## src/design/acmc_pkg.sv

```systemverilog
`timescale 1ns / 1ps
// ----------------------------------------------------------------------------
// acmc_pkg: shared types and constants of the alarm clock mode controller
// Holds the mode encoding, key codes, register indexes and the state,
// configuration and result records used by the step logic and the top level.
// ----------------------------------------------------------------------------
package acmc_pkg;

   // one-hot mode encoding
   typedef enum logic [4:0] {
      ST_NORMAL      = 5'b00001,
      ST_SET_HOUR    = 5'b00010,
      ST_SET_MIN     = 5'b00100,
      ST_ALARM_HOUR  = 5'b01000,
      ST_ALARM_MIN   = 5'b10000
   } mode_type;

   // mode codes as they appear on the result beat
   localparam logic [2:0] MODE_CODE_NORMAL       = 3'd0;
   localparam logic [2:0] MODE_CODE_SET_HOUR     = 3'd1;
   localparam logic [2:0] MODE_CODE_SET_MINUTE   = 3'd2;
   localparam logic [2:0] MODE_CODE_ALARM_HOUR   = 3'd3;
   localparam logic [2:0] MODE_CODE_ALARM_MINUTE = 3'd4;

   // decoded key codes
   localparam logic [2:0] KEY_NONE  = 3'd0;
   localparam logic [2:0] KEY_SETUP = 3'd1;
   localparam logic [2:0] KEY_ALARM = 3'd2;
   localparam logic [2:0] KEY_PLUS  = 3'd3;
   localparam logic [2:0] KEY_MINUS = 3'd4;

   // request kinds
   localparam logic REQ_MS_TICK  = 1'b0;
   localparam logic REQ_SEC_TICK = 1'b1;

   // configuration register indexes
   localparam logic [2:0] CSR_EDIT_TIMEOUT = 3'd0;
   localparam logic [2:0] CSR_BLINK_HALF   = 3'd1;
   localparam logic [2:0] CSR_PIP_LENGTH   = 3'd2;
   localparam logic [2:0] CSR_ALARM_LENGTH = 3'd3;
   localparam logic [2:0] CSR_ALARM_ON     = 3'd4;

   localparam int unsigned CSR_INDEX_W = 3;
   localparam int unsigned CSR_DATA_W  = 13;
   localparam int unsigned RSP_DATA_W  = 24;

   localparam logic [4:0] HOUR_TOP      = 5'd23;
   localparam logic [5:0] MINUTE_TOP    = 6'd59;
   localparam logic [6:0] MINUTES_HOUR  = 7'd60;
   localparam logic [6:0] SECONDS_MIN   = 7'd60;
   localparam logic [5:0] HOURS_DAY     = 6'd24;

   typedef struct packed {
      logic [5:0]  edit_timeout;
      logic [9:0]  blink_half;
      logic [12:0] pip_length;
      logic [12:0] alarm_length;
      logic [9:0]  alarm_on;
   } cfg_type;

   localparam cfg_type CFG_RESET = '{
      edit_timeout: 6'd30,
      blink_half:   10'd500,
      pip_length:   13'd300,
      alarm_length: 13'd5000,
      alarm_on:     10'd500
   };

   typedef struct packed {
      logic [4:0]  hour;
      logic [5:0]  minute;
      logic [5:0]  second;
      logic [4:0]  alarm_hour;
      logic [5:0]  alarm_minute;
      logic [4:0]  edit_hour;
      logic [5:0]  edit_minute;
      mode_type    mode;
      logic [5:0]  timeout_left;
      logic [9:0]  blink_count;
      logic        blink_phase;
      logic [12:0] buzz_left;
      logic [10:0] buzz_cycle;
      logic        buzz_alarm;
      logic        buzz_level;
   } state_type;

   localparam state_type STATE_RESET = '{
      hour:         5'd0,
      minute:       6'd0,
      second:       6'd0,
      alarm_hour:   5'd0,
      alarm_minute: 6'd0,
      edit_hour:    5'd0,
      edit_minute:  6'd0,
      mode:         ST_NORMAL,
      timeout_left: 6'd0,
      blink_count:  10'd0,
      blink_phase:  1'b1,
      buzz_left:    13'd0,
      buzz_cycle:   11'd0,
      buzz_alarm:   1'b0,
      buzz_level:   1'b0
   };

   typedef struct packed {
      logic       save_alarm;
      logic [2:0] clock_mode;
      logic       alarm_led;
      logic       buzzer_drive;
      logic       minute_visible;
      logic       hour_visible;
      logic [5:0] shown_minute;
      logic [4:0] shown_hour;
   } result_type;

endpackage

```

## src/design/acmc_step.sv

```systemverilog
`timescale 1ns / 1ps
// ----------------------------------------------------------------------------
// acmc_step: next-state and display logic for one tick beat
// Millisecond ticks run the buzzer, the blink phase and the key; second
// ticks run the time of day and the edit timeout.
// ----------------------------------------------------------------------------
module acmc_step (
   input  acmc_pkg::state_type  state_cur,
   input  acmc_pkg::cfg_type    cfg,
   input  logic                 req_type,
   input  logic [2:0]           key,
   output acmc_pkg::state_type  state_next,
   output acmc_pkg::result_type result
);

   function automatic logic [5:0] inc_wrap(input logic [5:0] v, input logic [5:0] top);
      return (v >= top) ? 6'd0 : v + 6'd1;
   endfunction

   function automatic logic [5:0] dec_wrap(input logic [5:0] v, input logic [5:0] top);
      return (v == 6'd0 || v > top) ? top : v - 6'd1;
   endfunction

   logic save;

   always_comb begin : next_state
      acmc_pkg::state_type s;
      logic [10:0] blink_c;
      logic [10:0] cyc;
      logic [6:0]  sec_c;
      logic [6:0]  min_c;
      logic [5:0]  hour_c;
      logic        up;
      s       = state_cur;
      save    = 1'b0;
      blink_c = '0;
      cyc     = '0;
      sec_c   = '0;
      min_c   = '0;
      hour_c  = '0;
      up      = (key == acmc_pkg::KEY_PLUS);
      if (req_type == acmc_pkg::REQ_MS_TICK) begin
         // buzzer
         if (s.buzz_left == 13'd0) begin
            s.buzz_level = 1'b0;
         end else begin
            s.buzz_left = s.buzz_left - 13'd1;
            if (!s.buzz_alarm) begin
               s.buzz_level = 1'b1;
            end else begin
               cyc = s.buzz_cycle + 11'd1;
               s.buzz_cycle = cyc;
               if (cyc < {1'b0, cfg.alarm_on}) begin
                  s.buzz_level = 1'b1;
               end else if ({1'b0, cyc} < {1'b0, cfg.alarm_on, 1'b0}) begin
                  s.buzz_level = 1'b0;
               end else begin
                  s.buzz_cycle = 11'd0;
               end
            end
            if (s.buzz_left == 13'd0) begin
               s.buzz_level = 1'b0;
               s.buzz_alarm = 1'b0;
               s.buzz_cycle = 11'd0;
            end
         end
         // blink phase
         blink_c = {1'b0, s.blink_count} + 11'd1;
         if (blink_c >= {1'b0, cfg.blink_half}) begin
            s.blink_count = 10'd0;
            s.blink_phase = ~s.blink_phase;
         end else begin
            s.blink_count = blink_c[9:0];
         end
         // key: every valid key beeps and reloads the timeout
         if (key >= acmc_pkg::KEY_SETUP && key <= acmc_pkg::KEY_MINUS) begin
            s.buzz_alarm   = 1'b0;
            s.buzz_left    = cfg.pip_length;
            s.buzz_cycle   = 11'd0;
            s.timeout_left = cfg.edit_timeout;
            if (key == acmc_pkg::KEY_SETUP) begin
               unique case (s.mode)
                  acmc_pkg::ST_NORMAL: begin
                     s.edit_hour   = s.hour;
                     s.edit_minute = s.minute;
                     s.mode        = acmc_pkg::ST_SET_HOUR;
                     s.blink_count = 10'd0;
                     s.blink_phase = 1'b1;
                  end
                  acmc_pkg::ST_SET_HOUR: begin
                     s.mode        = acmc_pkg::ST_SET_MIN;
                     s.blink_count = 10'd0;
                     s.blink_phase = 1'b1;
                  end
                  acmc_pkg::ST_SET_MIN: begin
                     s.hour        = s.edit_hour;
                     s.minute      = s.edit_minute;
                     s.second      = 6'd0;
                     s.mode        = acmc_pkg::ST_NORMAL;
                     s.blink_count = 10'd0;
                     s.blink_phase = 1'b1;
                  end
                  default: ;
               endcase
            end else if (key == acmc_pkg::KEY_ALARM) begin
               unique case (s.mode)
                  acmc_pkg::ST_NORMAL: begin
                     s.mode        = acmc_pkg::ST_ALARM_HOUR;
                     s.blink_count = 10'd0;
                     s.blink_phase = 1'b1;
                  end
                  acmc_pkg::ST_ALARM_HOUR: begin
                     s.mode        = acmc_pkg::ST_ALARM_MIN;
                     s.blink_count = 10'd0;
                     s.blink_phase = 1'b1;
                  end
                  acmc_pkg::ST_ALARM_MIN: begin
                     save          = 1'b1;
                     s.mode        = acmc_pkg::ST_NORMAL;
                     s.blink_count = 10'd0;
                     s.blink_phase = 1'b1;
                  end
                  default: ;
               endcase
            end else begin
               unique case (s.mode)
                  acmc_pkg::ST_SET_HOUR:
                     s.edit_hour = up ?
                        5'(inc_wrap({1'b0, s.edit_hour}, {1'b0, acmc_pkg::HOUR_TOP})) :
                        5'(dec_wrap({1'b0, s.edit_hour}, {1'b0, acmc_pkg::HOUR_TOP}));
                  acmc_pkg::ST_SET_MIN:
                     s.edit_minute = up ? inc_wrap(s.edit_minute, acmc_pkg::MINUTE_TOP) :
                                          dec_wrap(s.edit_minute, acmc_pkg::MINUTE_TOP);
                  acmc_pkg::ST_ALARM_HOUR:
                     s.alarm_hour = up ?
                        5'(inc_wrap({1'b0, s.alarm_hour}, {1'b0, acmc_pkg::HOUR_TOP})) :
                        5'(dec_wrap({1'b0, s.alarm_hour}, {1'b0, acmc_pkg::HOUR_TOP}));
                  acmc_pkg::ST_ALARM_MIN:
                     s.alarm_minute = up ? inc_wrap(s.alarm_minute, acmc_pkg::MINUTE_TOP) :
                                           dec_wrap(s.alarm_minute, acmc_pkg::MINUTE_TOP);
                  default: ;
               endcase
               s.blink_count = 10'd0;
               s.blink_phase = 1'b1;
            end
         end
      end else begin
         // time of day
         sec_c = {1'b0, s.second} + 7'd1;
         if (sec_c < acmc_pkg::SECONDS_MIN) begin
            s.second = sec_c[5:0];
         end else begin
            s.second = 6'd0;
            min_c = {1'b0, s.minute} + 7'd1;
            if (min_c >= acmc_pkg::MINUTES_HOUR) begin
               s.minute = 6'd0;
               hour_c = {1'b0, s.hour} + 6'd1;
               s.hour = (hour_c >= acmc_pkg::HOURS_DAY) ? 5'd0 : hour_c[4:0];
            end else begin
               s.minute = min_c[5:0];
            end
            if (s.hour == s.alarm_hour && s.minute == s.alarm_minute &&
                s.mode == acmc_pkg::ST_NORMAL) begin
               s.buzz_alarm = 1'b1;
               s.buzz_left  = cfg.alarm_length;
               s.buzz_cycle = 11'd0;
            end
         end
         // edit timeout
         if (s.mode != acmc_pkg::ST_NORMAL) begin
            if (s.timeout_left != 6'd0) begin
               s.timeout_left = s.timeout_left - 6'd1;
            end
            if (s.timeout_left == 6'd0) begin
               if (s.mode == acmc_pkg::ST_SET_HOUR || s.mode == acmc_pkg::ST_SET_MIN) begin
                  s.hour   = s.edit_hour;
                  s.minute = s.edit_minute;
                  s.second = 6'd0;
               end else begin
                  save = 1'b1;
               end
               s.mode        = acmc_pkg::ST_NORMAL;
               s.blink_count = 10'd0;
               s.blink_phase = 1'b1;
               s.buzz_alarm  = 1'b0;
               s.buzz_left   = cfg.pip_length;
               s.buzz_cycle  = 11'd0;
            end
         end
      end
      state_next = s;
   end

   // display of the state after the beat
   always_comb begin
      result              = '0;
      result.save_alarm   = save;
      result.buzzer_drive = state_next.buzz_level;
      result.hour_visible   = 1'b1;
      result.minute_visible = 1'b1;
      unique case (state_next.mode)
         acmc_pkg::ST_SET_HOUR: begin
            result.clock_mode   = acmc_pkg::MODE_CODE_SET_HOUR;
            result.shown_hour   = state_next.edit_hour;
            result.shown_minute = state_next.edit_minute;
            result.hour_visible = state_next.blink_phase;
         end
         acmc_pkg::ST_SET_MIN: begin
            result.clock_mode     = acmc_pkg::MODE_CODE_SET_MINUTE;
            result.shown_hour     = state_next.edit_hour;
            result.shown_minute   = state_next.edit_minute;
            result.minute_visible = state_next.blink_phase;
         end
         acmc_pkg::ST_ALARM_HOUR: begin
            result.clock_mode   = acmc_pkg::MODE_CODE_ALARM_HOUR;
            result.shown_hour   = state_next.alarm_hour;
            result.shown_minute = state_next.alarm_minute;
            result.hour_visible = state_next.blink_phase;
            result.alarm_led    = state_next.blink_phase;
         end
         acmc_pkg::ST_ALARM_MIN: begin
            result.clock_mode     = acmc_pkg::MODE_CODE_ALARM_MINUTE;
            result.shown_hour     = state_next.alarm_hour;
            result.shown_minute   = state_next.alarm_minute;
            result.minute_visible = state_next.blink_phase;
            result.alarm_led      = state_next.blink_phase;
         end
         default: begin
            result.clock_mode   = acmc_pkg::MODE_CODE_NORMAL;
            result.shown_hour   = state_next.hour;
            result.shown_minute = state_next.minute;
         end
      endcase
   end

endmodule

```

## src/design/alarm_clock_mode_controller.sv

```systemverilog
`timescale 1ns / 1ps
// ----------------------------------------------------------------------------
// alarm_clock_mode_controller: 24-hour alarm clock with set and alarm modes
// Channel  | dir | beat contents
// req      | in  | tuser: tick kind (0 ms, 1 s); tdata: key code
// rsp      | out | tdata: digits, blank flags, buzzer, LED, mode, save pulse
// csr      | in  | write enable, register index, write data
// One request beat per cycle while req_tready is high; each beat yields
// one registered response beat, held in the response register until
// taken. The state update is a single combinational pass from the state
// registers to the result register. req_tready is high when the response
// register is empty or being drained. Synchronous reset restores the time
// to 00:00, normal mode, registers to their defaults; no clearing pass.
// ----------------------------------------------------------------------------
module alarm_clock_mode_controller (
   input  logic                               clock,
   input  logic                               reset,
   input  logic                               req_tvalid,
   output logic                               req_tready,
   input  logic [7:0]                         req_tdata,  // [2:0] key, [7:3] zero
   input  logic                               req_tuser,  // [0] req_type
   output logic                               rsp_tvalid,
   input  logic                               rsp_tready,
   // [4:0] shown_hour, [10:5] shown_minute, [11] hour_visible,
   // [12] minute_visible, [13] buzzer_drive, [14] alarm_led,
   // [17:15] clock_mode, [18] save_alarm, [23:19] zero
   output logic [acmc_pkg::RSP_DATA_W-1:0]    rsp_tdata,
   input  logic                               csr_we,
   input  logic [acmc_pkg::CSR_INDEX_W-1:0]   csr_index,
   input  logic [acmc_pkg::CSR_DATA_W-1:0]    csr_wdata
);

   acmc_pkg::state_type  state_ff;
   acmc_pkg::state_type  state_in;
   acmc_pkg::cfg_type    cfg_ff;
   acmc_pkg::result_type result_in;
   logic [acmc_pkg::RSP_DATA_W-1:0] rsp_data_ff;
   logic                 rsp_valid_ff;
   logic                 req_take;

   acmc_step u_step (
      .state_cur  (state_ff),
      .cfg        (cfg_ff),
      .req_type   (req_tuser),
      .key        (req_tdata[2:0]),
      .state_next (state_in),
      .result     (result_in)
   );

   assign req_tready = !rsp_valid_ff || rsp_tready;
   assign req_take   = req_tvalid && req_tready;
   assign rsp_tvalid = rsp_valid_ff;
   assign rsp_tdata  = rsp_data_ff;

   always_ff @(posedge clock) begin
      if (reset) begin
         state_ff     <= acmc_pkg::STATE_RESET;
         cfg_ff       <= acmc_pkg::CFG_RESET;
         rsp_valid_ff <= 1'b0;
      end else begin
         if (csr_we) begin
            unique case (csr_index)
               acmc_pkg::CSR_EDIT_TIMEOUT: cfg_ff.edit_timeout <= csr_wdata[5:0];
               acmc_pkg::CSR_BLINK_HALF:   cfg_ff.blink_half   <= csr_wdata[9:0];
               acmc_pkg::CSR_PIP_LENGTH:   cfg_ff.pip_length   <= csr_wdata;
               acmc_pkg::CSR_ALARM_LENGTH: cfg_ff.alarm_length <= csr_wdata;
               acmc_pkg::CSR_ALARM_ON:     cfg_ff.alarm_on     <= csr_wdata[9:0];
               default: ;
            endcase
         end
         // advance on an accepted beat, else hold until the response drains
         if (req_take) begin
            state_ff     <= state_in;
            rsp_valid_ff <= 1'b1;
         end else if (rsp_tready) begin
            rsp_valid_ff <= 1'b0;
         end
      end
   end

   always_ff @(posedge clock) begin
      if (req_take) begin
         rsp_data_ff <= {{(acmc_pkg::RSP_DATA_W - $bits(acmc_pkg::result_type)){1'b0}},
                         result_in};
      end
   end

endmodule

```

## config.mk

```make
export PLATFORM = sky130hd
export DESIGN_NAME = alarm_clock_mode_controller
export DESIGN_NICKNAME = d
export VERILOG_FILES = /design/src/design/acmc_pkg.sv /design/src/design/acmc_step.sv /design/src/design/alarm_clock_mode_controller.sv
export SDC_FILE = /design/constraint.sdc
export NUM_CORES = 1
export LEC_CHECK = 0
export ABC_AREA = 1
export BUFFER_PORTS_ARGS = -buffer_cell sky130_fd_sc_hd__buf_2
export CAP_MARGIN = 5
export CORE_ASPECT_RATIO = 1.25
export CORE_MARGIN = 1
export CORE_UTILIZATION = 55
export DETAILED_ROUTE_END_ITERATION = 6
export PLACE_DENSITY_LB_ADDON = 0.15
export RECOVER_POWER = 25
export SYNTH_ARGS = -nofsm -noshare
export SYNTH_HDL_FRONTEND = slang
export SYNTH_SLANG_ARGS = --single-unit
export TNS_END_PERCENT = 100
```

## constraint.sdc

```tcl
create_clock -name clock -period 3.14 [get_ports clock]
set_input_delay 0.314 -clock clock [delete_from_list [all_inputs] [get_ports clock]]
set_output_delay 0.314 -clock clock [all_outputs]
set_load 0.1 [all_outputs]
```

* Word level (Yosys, flattened, before mapping) *
Index checks and enable logic that the tools add are counted.

storage, ports and cells
  logic and storage cells = 199
  register bits = 159
  bits of input ports = 30
  output and inout bits = 26

cells by class
  order comparisons = 16
  $add $sub $neg = 15
  muxes and demuxes = 77
  equal/unequal tests = 22
  bitwise gates (word level) = 1
  reductions and logical operators = 43

operator list
  cell                                                   count
  two-way mux 11 bit                                     10
  two-way mux 17 bit                                     6
  two-way mux 47 bit                                     2
  two-way mux 6 bit                                      15
  two-way mux 86 bit                                     1
  two-way mux 25 bit                                     3
  two-way mux 5 bit                                      14
  two-way mux 22 bit                                     2
  two-way mux 36 bit                                     1
  case mux 5 bit (3 select lines)                        2
  zero test 13 bit                                       2
  case mux 11 bit (2 select lines)                       1
  zero test 6 bit                                        3
  subtractor 6 x 1 -> 6 bit (second input constant)      3
  two-way mux 1 bit                                      16
  two-way mux 16 bit                                     1
  adder 6 x 1 -> 7 bit (second input constant)           2
  two-way mux 13 bit                                     1
  subtractor 13 x 1 -> 13 bit (second input constant)    1
  adder 6 x 1 -> 6 bit (second input constant)           2
  == test 3 x 2 -> 1 bit (second input constant)         4
  >= comparator 6 bit (second input constant)            2
  greater-than comparator 6 bit (second input constant)  2
  case mux 3 bit (4 select lines)                        1
  43 further kinds                                       77

* Depth between registers and ports, before layout *
Gate-level depths: netlist of the first run.

  depth in word-level cells = 17
  gate-level depth with buffers = 21

* Modules after synthesis *
Synthesis of the first run repeated with hierarchy kept, for this count alone.

second synthesis, totals
  cells, all modules = 2064
  area total of the unflattened synthesis = 12655.9 um2

by module, submodules not included
  module                       area each (um2)  times used  seq. area each (um2)  cells an instance
  acmc_step                    6431.2           1           0.0                   1279
  alarm_clock_mode_controller  6224.7           1           3373.2                785

* Worst setup path after synthesis of the first run *
Ideal clock, no wire load.

  kind = reg2reg
  from = reg rsp_valid_ff, in the netlist rsp_tvalid
  to = reg state_ff[12] in the netlist's numbering
  buffers on the path = 1
  data required time = 3.031 ns
  setup slack = -0.876 ns
  period minus slack after synthesis = 4.016 ns
  data arrival time = 3.908 ns
  library setup time = 0.109 ns
  stages on the path, launching flop included = 13
  path through = dfxtp_1 > nand2_1 > nand2_1 > clkinv_1 > o21ai_1 > inv_1 > o21ai_1 > nand2_1 > clkbuf_2 > o21ai_0 > inv_1 > nand2_1 > inv_1

between the ends
  word-level cells in the longest chain between the ends = 4

ends and longest elaborated chain
  item                           RTL line                           source
  start, declared                alarm_clock_mode_controller.sv:38  logic rsp_valid_ff;
  start signal, assigned         alarm_clock_mode_controller.sv:59  rsp_valid_ff <= 1'b0;
  start signal, assigned         alarm_clock_mode_controller.sv:74  rsp_valid_ff <= 1'b1;
  start signal, assigned         alarm_clock_mode_controller.sv:76  rsp_valid_ff <= 1'b0;
  zero test 1 bit                alarm_clock_mode_controller.sv:50  assign req_tready = !rsp_valid_ff || rsp_tready;
  logical OR 1 bit               alarm_clock_mode_controller.sv:50
  via req_tready                 alarm_clock_mode_controller.sv:19  output logic req_tready,
  logical AND 1 bit              alarm_clock_mode_controller.sv:51  assign req_take = req_tvalid && req_tready;
  via req_take                   alarm_clock_mode_controller.sv:39  logic req_take;
  AND reduction 3 bit (no line)  -
  end signal, assigned           alarm_clock_mode_controller.sv:57  state_ff <= acmc_pkg::STATE_RESET;
  end signal, assigned           alarm_clock_mode_controller.sv:73  state_ff <= state_in;
  end, declared                  alarm_clock_mode_controller.sv:33  acmc_pkg::state_type state_ff;

The timed path passes the listed nets, and every way through them passes these cells.
A chain may end at the register's enable or synchronous reset.

* Final worst setup path of the first run *
  from = reg state_ff[3] in the netlist's numbering
  to = reg state_ff[6] in the netlist's numbering

between the ends
  word-level cells in the longest chain between the ends = 9

ends and longest elaborated chain
  item                        RTL line         source
  adder 11 x 1 -> 11 bit (*)  acmc_step.sv:51  cyc = s.buzz_cycle + 11'd1;
  < comparator 11 bit         acmc_step.sv:55  end else if ({1'b0, cyc} < {1'b0, cfg.alarm_on, 1'b0}) begin
  two-way mux 11 bit          acmc_step.sv:55
  two-way mux 11 bit (*)      acmc_step.sv:53  if (cyc < {1'b0, cfg.alarm_on}) begin
  two-way mux 11 bit (*)      acmc_step.sv:48  if (!s.buzz_alarm) begin
  two-way mux 13 bit (*)      acmc_step.sv:61  if (s.buzz_left == 13'd0) begin
  two-way mux 25 bit (*)      acmc_step.sv:44  if (s.buzz_left == 13'd0) begin
  two-way mux 86 bit (*)      acmc_step.sv:76  if (key >= acmc_pkg::KEY_SETUP && key <= acmc_pkg::KEY_MINUS) begin
  two-way mux 47 bit (*)      acmc_step.sv:42  if (req_type == acmc_pkg::REQ_MS_TICK) begin

Every way passes the cells marked *; elsewhere a longest branch is shown, timed or not. The select of a mux whose other input is x is not followed.

==> results.sh, run 1 <==
export IMPL_grt_overflow_total=0
export IMPL_r2r_end="state_ff[6]$_SDFFE_PP0P_"
export IMPL_crit_fanout=10
export IMPL_critPathKind="reg -> reg"
export IMPL_final_cell_mix="358 x nand2_1, 238 x inv_1, 166 x o21ai_0"
export IMPL_cp_data_arrival_time_ns=3.27
export IMPL_ir_drop_v=0.000386
export IMPL_syn_inst=1726
export IMPL_timing_fmax_mhz=345
export IMPL_final_common_cell="nand2_1"
export IMPL_fin_tns_setup_ns=0
export IMPL_min_period_ns=2.90
export IMPL_synth_xor_area_frac=0.0304
export IMPL_dp_slack_ns=0.0253
export IMPL_synth_simple_gate_area_frac=0.300
export IMPL_ff2ff_path_depth=20
export IMPL_fillers=1972
export IMPL_gp_congestion=0.932
export IMPL_total_leakage_power_nw=5.87
export IMPL_crit_path_cell_trace="ha_1, nand4_1, o21ai_0, o21ai_0, inv_1, ha_1, nand2_1, nor2_1, nor3b_1, o21ai_0, nand3_1, nand2_1, nand2_1, nand2_1, nand2_1, and2_2, nand2_1, nand3_1, nand2_1, inv_1"
export IMPL_p_per_area_nw_per_um2=479
export IMPL_num_io_pins=56
export IMPL_crit_slowest_cell="dfxtp_1"
export IMPL_hold_ws_ns=0.107
export IMPL_synth_compound_area_frac=0.200
export IMPL_m1WireLength_um=13200
export IMPL_worstSetupStartpointType="register"
export IMPL_grt_max_degree=79
export IMPL_synthAdderAreaFrac=0.0534
export IMPL_core_area_um2=20100
export IMPL_nets=1824
export IMPL_synth_async_reset_ratio=0
export IMPL_grt_pass1_vias=10500
export IMPL_ctsRootBufferMaster="clkbuf_16"
export IMPL_highest_layer="met4"
export IMPL_drc=0
export IMPL_tightest_slew_ns=1.06
export IMPL_synth_top_family_by_area="simple AND/OR/NAND/NOR gates"
export IMPL_critPathMaxStageDelay_ns=0.37
export IMPL_start_util=0.559
export IMPL_dr_wl_met2_um=15500
export IMPL_die_w_um=130
export IMPL_antenna_cells=0
export IMPL_cts_htree_levels=4
export IMPL_synth_ff_type="dfxtp_1"
export IMPL_cp_data_required_time_ns=3.52
export IMPL_clock_sinks=159
export IMPL_yosysSeqAreaShare=0.300
export IMPL_cp_end_kind="register"
export IMPL_hold_class="in -> reg"
export IMPL_ff2ff_setup_slack_ns=0.24
export IMPL_path_delay_family="simple AND/OR/NAND/NOR gates"
export IMPL_syn_avg_cell_area_um2=6.51
export IMPL_finalSetupViolCount=0
export IMPL_antenna_found_initial=0
export IMPL_status="complete, no violations"
export IMPL_syn_to_final_growth_pct=9.44
export IMPL_vias=11500
export IMPL_rows=58
export IMPL_totalWireLength_um=31300
export IMPL_fin_skew_ns=0.0113
export IMPL_drive_gt1_frac=0.0898
export IMPL_power_total_mw=5.90
export IMPL_period_share=0.922
export IMPL_slew_violations=0
export IMPL_first_iter_violations=809
export IMPL_yosys_area_top_type_share=0.249
export IMPL_synth_area_mux_share=0
export IMPL_yosysWarningCount=0
export IMPL_clock_latency_ns=0.44
export IMPL_rr_startpoint="state_ff[3]$_SDFFE_PP0P_"
export IMPL_max_slew_margin=0.295
export IMPL_critPathCapture="state_ff[6]$_SDFFE_PP0P_"
export IMPL_cp_depth=20
export IMPL_ys_types=53
export IMPL_fin_ws_ns=0.245
export IMPL_grt_total_usage=0.306
export IMPL_cts_made_buffers=17
export IMPL_startpoint="state_ff[3]$_SDFFE_PP0P_"
export IMPL_cts_setup_buffers=0
export IMPL_io_buffers=45
export IMPL_grt_pass1_wl_um=51100
export IMPL_cts_tree="built"
export IMPL_dpl_hpwl_um=22900
export IMPL_synth_largest_area_cell="dfxtp_1"
export IMPL_dieArea_um2=21000
export IMPL_path_buf_inv=2
export IMPL_clock_path_buffers=2
export IMPL_finalHoldViolations=0
export IMPL_crit_path_frequent_cell="nand2_1"
export IMPL_final_util=0.612
export IMPL_die_h_um=162
export IMPL_drv_cap=0
export IMPL_clkTransAtPathRegs_ns=0.07
export IMPL_wl_per_cell_um=15.4
export IMPL_syn_area_um2=11200
export IMPL_synth_seq_cells=159
export IMPL_via_per_inst=5.69
export IMPL_synth_edf_count=19
export IMPL_route_met3_wl_um=1450
export IMPL_antenna_left=0
export IMPL_yosys_top_cells_area="dfxtp_1 25%, nand2_1 12%, inv_1 7.9%"
export IMPL_drt_pass1_iter_count=5
cell type report:
cell class | instances | area (um^2) | share of cell area
inverters | 245 | 921 | 0.0749
clock inverters | 12 | 120 | 0.00976
clock buffers | 20 | 468 | 0.0380
repair buffers | 80 | 475 | 0.0386
flip-flops and latches | 159 | 3380 | 0.274
well taps | 270 | 338 | 0.0275
multi-input cells | 1243 | 6600 | 0.537
timing repair:
action	CTS	global route
hold buffers	0	0
hold endpoints to repair	0	0
gates resized for setup	0	9
endpoints found under the setup margin	0	26
flip-flops by register name, summed over array words and instances (netlist names):
name	cells
state_ff	87
cfg_ff	52
rsp_tdata	19
rsp_tvalid	1
metal layers:
metal / vias up / track usage
met5: - / 0
met4: 0 / 0.152
met3: 76 / 0.0356
met2: 379 / 0.536
met1: 5316 / 0.367
li1: 5771 / -
synthesized netlist by cell type (3+ instances only):
master / number
a211oi_1: 10
a21oi_1: 118
a221oi_1: 15
a31oi_1: 5
buf_2: 9
buf_4: 9
buf_6: 3
clkbuf_1: 60
dfxtp_1: 140
edfxtp_1: 19
ha_1: 48
inv_1: 238
inv_2: 5
nand2_1: 361
nand2_2: 3
nand3_1: 143
nand3_2: 8
nand3b_1: 4
nand4_1: 36
nor2_1: 155
nor2_2: 8
nor2_4: 4
nor3_1: 12
nor3_2: 4
o2111ai_1: 4
o211ai_1: 41
o21a_1: 3
o21ai_0: 168
o21ai_1: 13
o221ai_1: 5
o22ai_1: 7
o311ai_0: 4
xnor2_1: 7
xor2_1: 32
how the worst min path moves through the flow:
stage                             from                 endpoint  slack, ns  depth (start not counted)
4_1_cts                  csr_wdata[12]  cfg_ff[22]$_SDFFE_PP1P_        0.1                          3
6_report                 csr_wdata[12]  cfg_ff[22]$_SDFFE_PP1P_       0.11                          3
3_3_place_gp   cfg_ff[18]$_SDFFE_PP1P_  cfg_ff[18]$_SDFFE_PP1P_       0.44                          2
3_5_place_dp   cfg_ff[22]$_SDFFE_PP1P_  cfg_ff[22]$_SDFFE_PP1P_       0.46                          2
5_1_grt                  csr_wdata[12]  cfg_ff[22]$_SDFFE_PP1P_       0.13                          3
2_1_floorplan  cfg_ff[48]$_SDFFE_PP1P_  cfg_ff[48]$_SDFFE_PP1P_       0.43                          2
power breakdown:
part	switching, mW	internal (mW)
clock	0.941	1.18
sequential	0.134	2.19
combinational	1.02	0.430
total	2.10	3.80
cell families after synthesis:
logic type | count (synthesis)
AO/OA/AOI/OAI | 397
XOR/XNOR | 39
adder cells (fa/ha/maj) | 48
buffers and inverters | 328
flip-flops | 159
other | 1
AND/OR/NAND/NOR | 754
tightest hold or removal path, cell delays in order:
cell,delay (ns)
buf_2,0.09
nand2_1,0.05
nand3_1,0.06
stage by stage:
stage | cells | cell area [um^2]
floorplan | 1730 | 11300
global placement | 1997 | 11700
detailed placement | 1997 | 11700
CTS | 2029 | 12300
global route | 2029 | 12300
finish | 2029 | 12300
(Power assumes the default switching activity.)
==> run 2: changes to the inputs <==
--- a/config.mk
+++ b/config.mk
@@ -8,10 +8,11 @@
 export ABC_AREA = 1
 export BUFFER_PORTS_ARGS = -buffer_cell sky130_fd_sc_hd__buf_2
 export CAP_MARGIN = 5
-export CORE_ASPECT_RATIO = 1.25
+export CORE_ASPECT_RATIO = 0.75
 export CORE_MARGIN = 1
 export CORE_UTILIZATION = 55
 export DETAILED_ROUTE_END_ITERATION = 6
+export GPL_TIMING_DRIVEN = 1
 export PLACE_DENSITY_LB_ADDON = 0.15
 export RECOVER_POWER = 25
 export SYNTH_ARGS = -nofsm -noshare
==> run 2 against run 1 <==
  * Flip-flop and latch count is the same
  * Wire length grew 4.2%
  * Non-clock buffer count grew 7
  * Utilization grew 1.4 points
  * The run now ends with max-capacitance violations, max-slew violations left
  * Critical path type unchanged
  * Largest power group unchanged
  * Largest cell class unchanged
  * Sequential power is essentially flat
==> results.sh, run 2 (same netlist as run 1, synthesis figures left out) <==
export IMPL_hold_class="in -> reg"
export IMPL_tightest_slew_ns=1.55
export IMPL_nets=1831
export IMPL_drv_cap=1
export IMPL_syn_to_final_growth_pct=9.74
export IMPL_dpl_cell_area_um2=11700
export IMPL_power_share_clock=0.351
export IMPL_slew_violations=84
export IMPL_finalSetupViolCount=0
export IMPL_gp_congestion=0.953
export IMPL_timing_fmax_mhz=341
export IMPL_io_buffers=45
export IMPL_intPower_mw=3.82
export IMPL_grt_overflow_total=0
export IMPL_combPwrFrac=0.253
export IMPL_grt_max_degree=84
export IMPL_crit_fanout=11
export IMPL_period_share=0.935
export IMPL_via_per_inst=5.79
export IMPL_start_util=0.570
export IMPL_status="complete, but fails checks"
export IMPL_cts_tree="built"
export IMPL_core_area_um2=19700
export IMPL_fin_ws_ns=0.204
export IMPL_critPathKind="reg -> reg"
export IMPL_grt_pass1_wl_um=53600
export IMPL_max_slew_margin=-0.0325
export IMPL_die_h_um=126
export IMPL_worstSetupStartpointType="register"
export IMPL_final_area_um2=12300
export IMPL_dpl_hpwl_um=23600
export IMPL_clock_path_buffers=2
export IMPL_p_per_area_nw_per_um2=476
export IMPL_largest_reg_flops=87
export IMPL_wl_per_cell_um=16.2
export IMPL_finalHoldViolations=0
export IMPL_final_util=0.626
export IMPL_ir_drop_v=0.000414
export IMPL_drc=0
export IMPL_dp_slack_ns=0.0295
export IMPL_cts_made_buffers=17
export IMPL_cp_end_kind="register"
export IMPL_switching_share=0.350
export IMPL_antenna_left=0
export IMPL_rows=44
export IMPL_drt_pass1_iter_count=6
export IMPL_clkTransAtPathRegs_ns=0.06
export IMPL_total_leakage_power_nw=5.91
export IMPL_cts_htree_levels=4
export IMPL_violations="max-capacitance violations, max-slew violations"
export IMPL_vias=11700
export IMPL_grt_pass1_vias=10400
export IMPL_clock_latency_ns=0.44
export IMPL_num_io_pins=56
export IMPL_min_period_ns=2.94
export IMPL_grt_total_usage=0.315
export IMPL_switchingPower_mw=2.05
export IMPL_final_common_cell="nand2_1"
export IMPL_totalWireLength_um=32600
export IMPL_dieArea_um2=21000
export IMPL_seq_power_share=0.396
export IMPL_ctsRootBufferMaster="clkbuf_16"
export IMPL_drive_gt1_frac=0.0946
export IMPL_antenna_found_initial=0
export IMPL_cp_data_required_time_ns=3.45
export IMPL_top_register="state_ff"
export IMPL_antenna_cells=0
export IMPL_cp_data_arrival_time_ns=3.25
export IMPL_clock_sinks=159
export IMPL_die_w_um=167
export IMPL_fin_skew_ns=0.00918
export IMPL_final_cell_mix="355 x nand2_1, 238 x inv_1, 168 x o21ai_0"
export IMPL_first_iter_violations=1399
## run 2: changes by cell type in the layout (fill, tap and decap cells not counted), sizes merged
cell / before / now
inv: 251 / 244
buf: 76 / 85
bufinv: 1 / 2
clkinvlp: 3 / 2
clkinv: 2 / 7
## run 2: cell type report
class	instances	area [um^2]
Clock inverter	10	113
Clock buffer	22	454
Inverter	245	921
Multi-Input combinational cell	1243	6620
Timing Repair Buffer	87	537
Sequential cell	159	3380
Tap cell	253	317
Fill cell	1884	7370
## run 2: critical path, stage by stage (launching register included)
cell and delay [ns]:
dfxtp_1 0.40, inv_1 0.11, ha_1 0.23, inv_1 0.08
nor2_1 0.04, o21ai_0 0.25, nand2_1 0.11, nor2_2 0.16
nand2_1 0.16, nand3_1 0.11, nand2_1 0.13, nor2_2 0.19
nand3_2 0.12, nand2_1 0.17, buf_4 0.25, nand2_1 0.12
nand2_1 0.09, inv_1 0.04, nand2_1 0.05
## run 2: repair_timing
| item | 4_1_cts | 5_1_grt |
|---|---|---|
| hold buffers | 0 | 0 |
| resized for setup | 2 | 9 |
| endpoints found under the setup margin | 3 | 48 |
| gates cloned | 0 | 0 |
| setup buffers | 0 | 2 |
| pin swaps | 0 | 1 |
## run 2: per-stage QoR
stage | power (mW) | cells | TNS (ns) | hold slack [ns]
floorplan | 3.45 | 1730 | 0 | 0.429
global placement | 3.77 | 1985 | 0 | 0.447
detailed placement | 3.80 | 1985 | 0 | 0.456
CTS | 5.85 | 2017 | 0 | 0.0922
global route | 6.15 | 2019 | -0.00415 | 0.116
finish | 5.87 | 2019 | 0 | 0.0976
## run 2: final timing paths
path / from / end / slack (ns) / depth (start not counted)
worst max-delay path: state_ff[37]$_SDFFE_PP0P_ / rsp_tdata[4]$_DFFE_PP_ / 0.20 / 18
worst max register to register: state_ff[37]$_SDFFE_PP0P_ / rsp_tdata[4]$_DFFE_PP_ / 0.20 / 18
worst min register to register: cfg_ff[37]$_SDFFE_PP0P_ / cfg_ff[37]$_SDFFE_PP0P_ / 0.47 / 2
worst min-delay path: csr_wdata[12] / cfg_ff[22]$_SDFFE_PP1P_ / 0.1 / 3
## run 2: power by group through the flow
| stage | Clock, mW | Combinational (mW) | Sequential (mW) |
|---|---|---|---|
| after detailed placement | 0 | 1.44 | 2.36 |
| after global placement | 0 | 1.41 | 2.36 |
| after CTS | 2.08 | 1.45 | 2.32 |
| after floorplan | 0 | 0.987 | 2.46 |
| final | 2.06 | 1.49 | 2.32 |
| after global routing | 2.17 | 1.65 | 2.34 |
## run 2: layer usage
layer,global-route usage,vias to the layer above,routed length [um]
met5,0,-,72
met4,0.0752,2,471
met3,0.0647,48,2840
met2,0.459,456,13300
met1,0.472,5394,15900
li1,-,5792,-
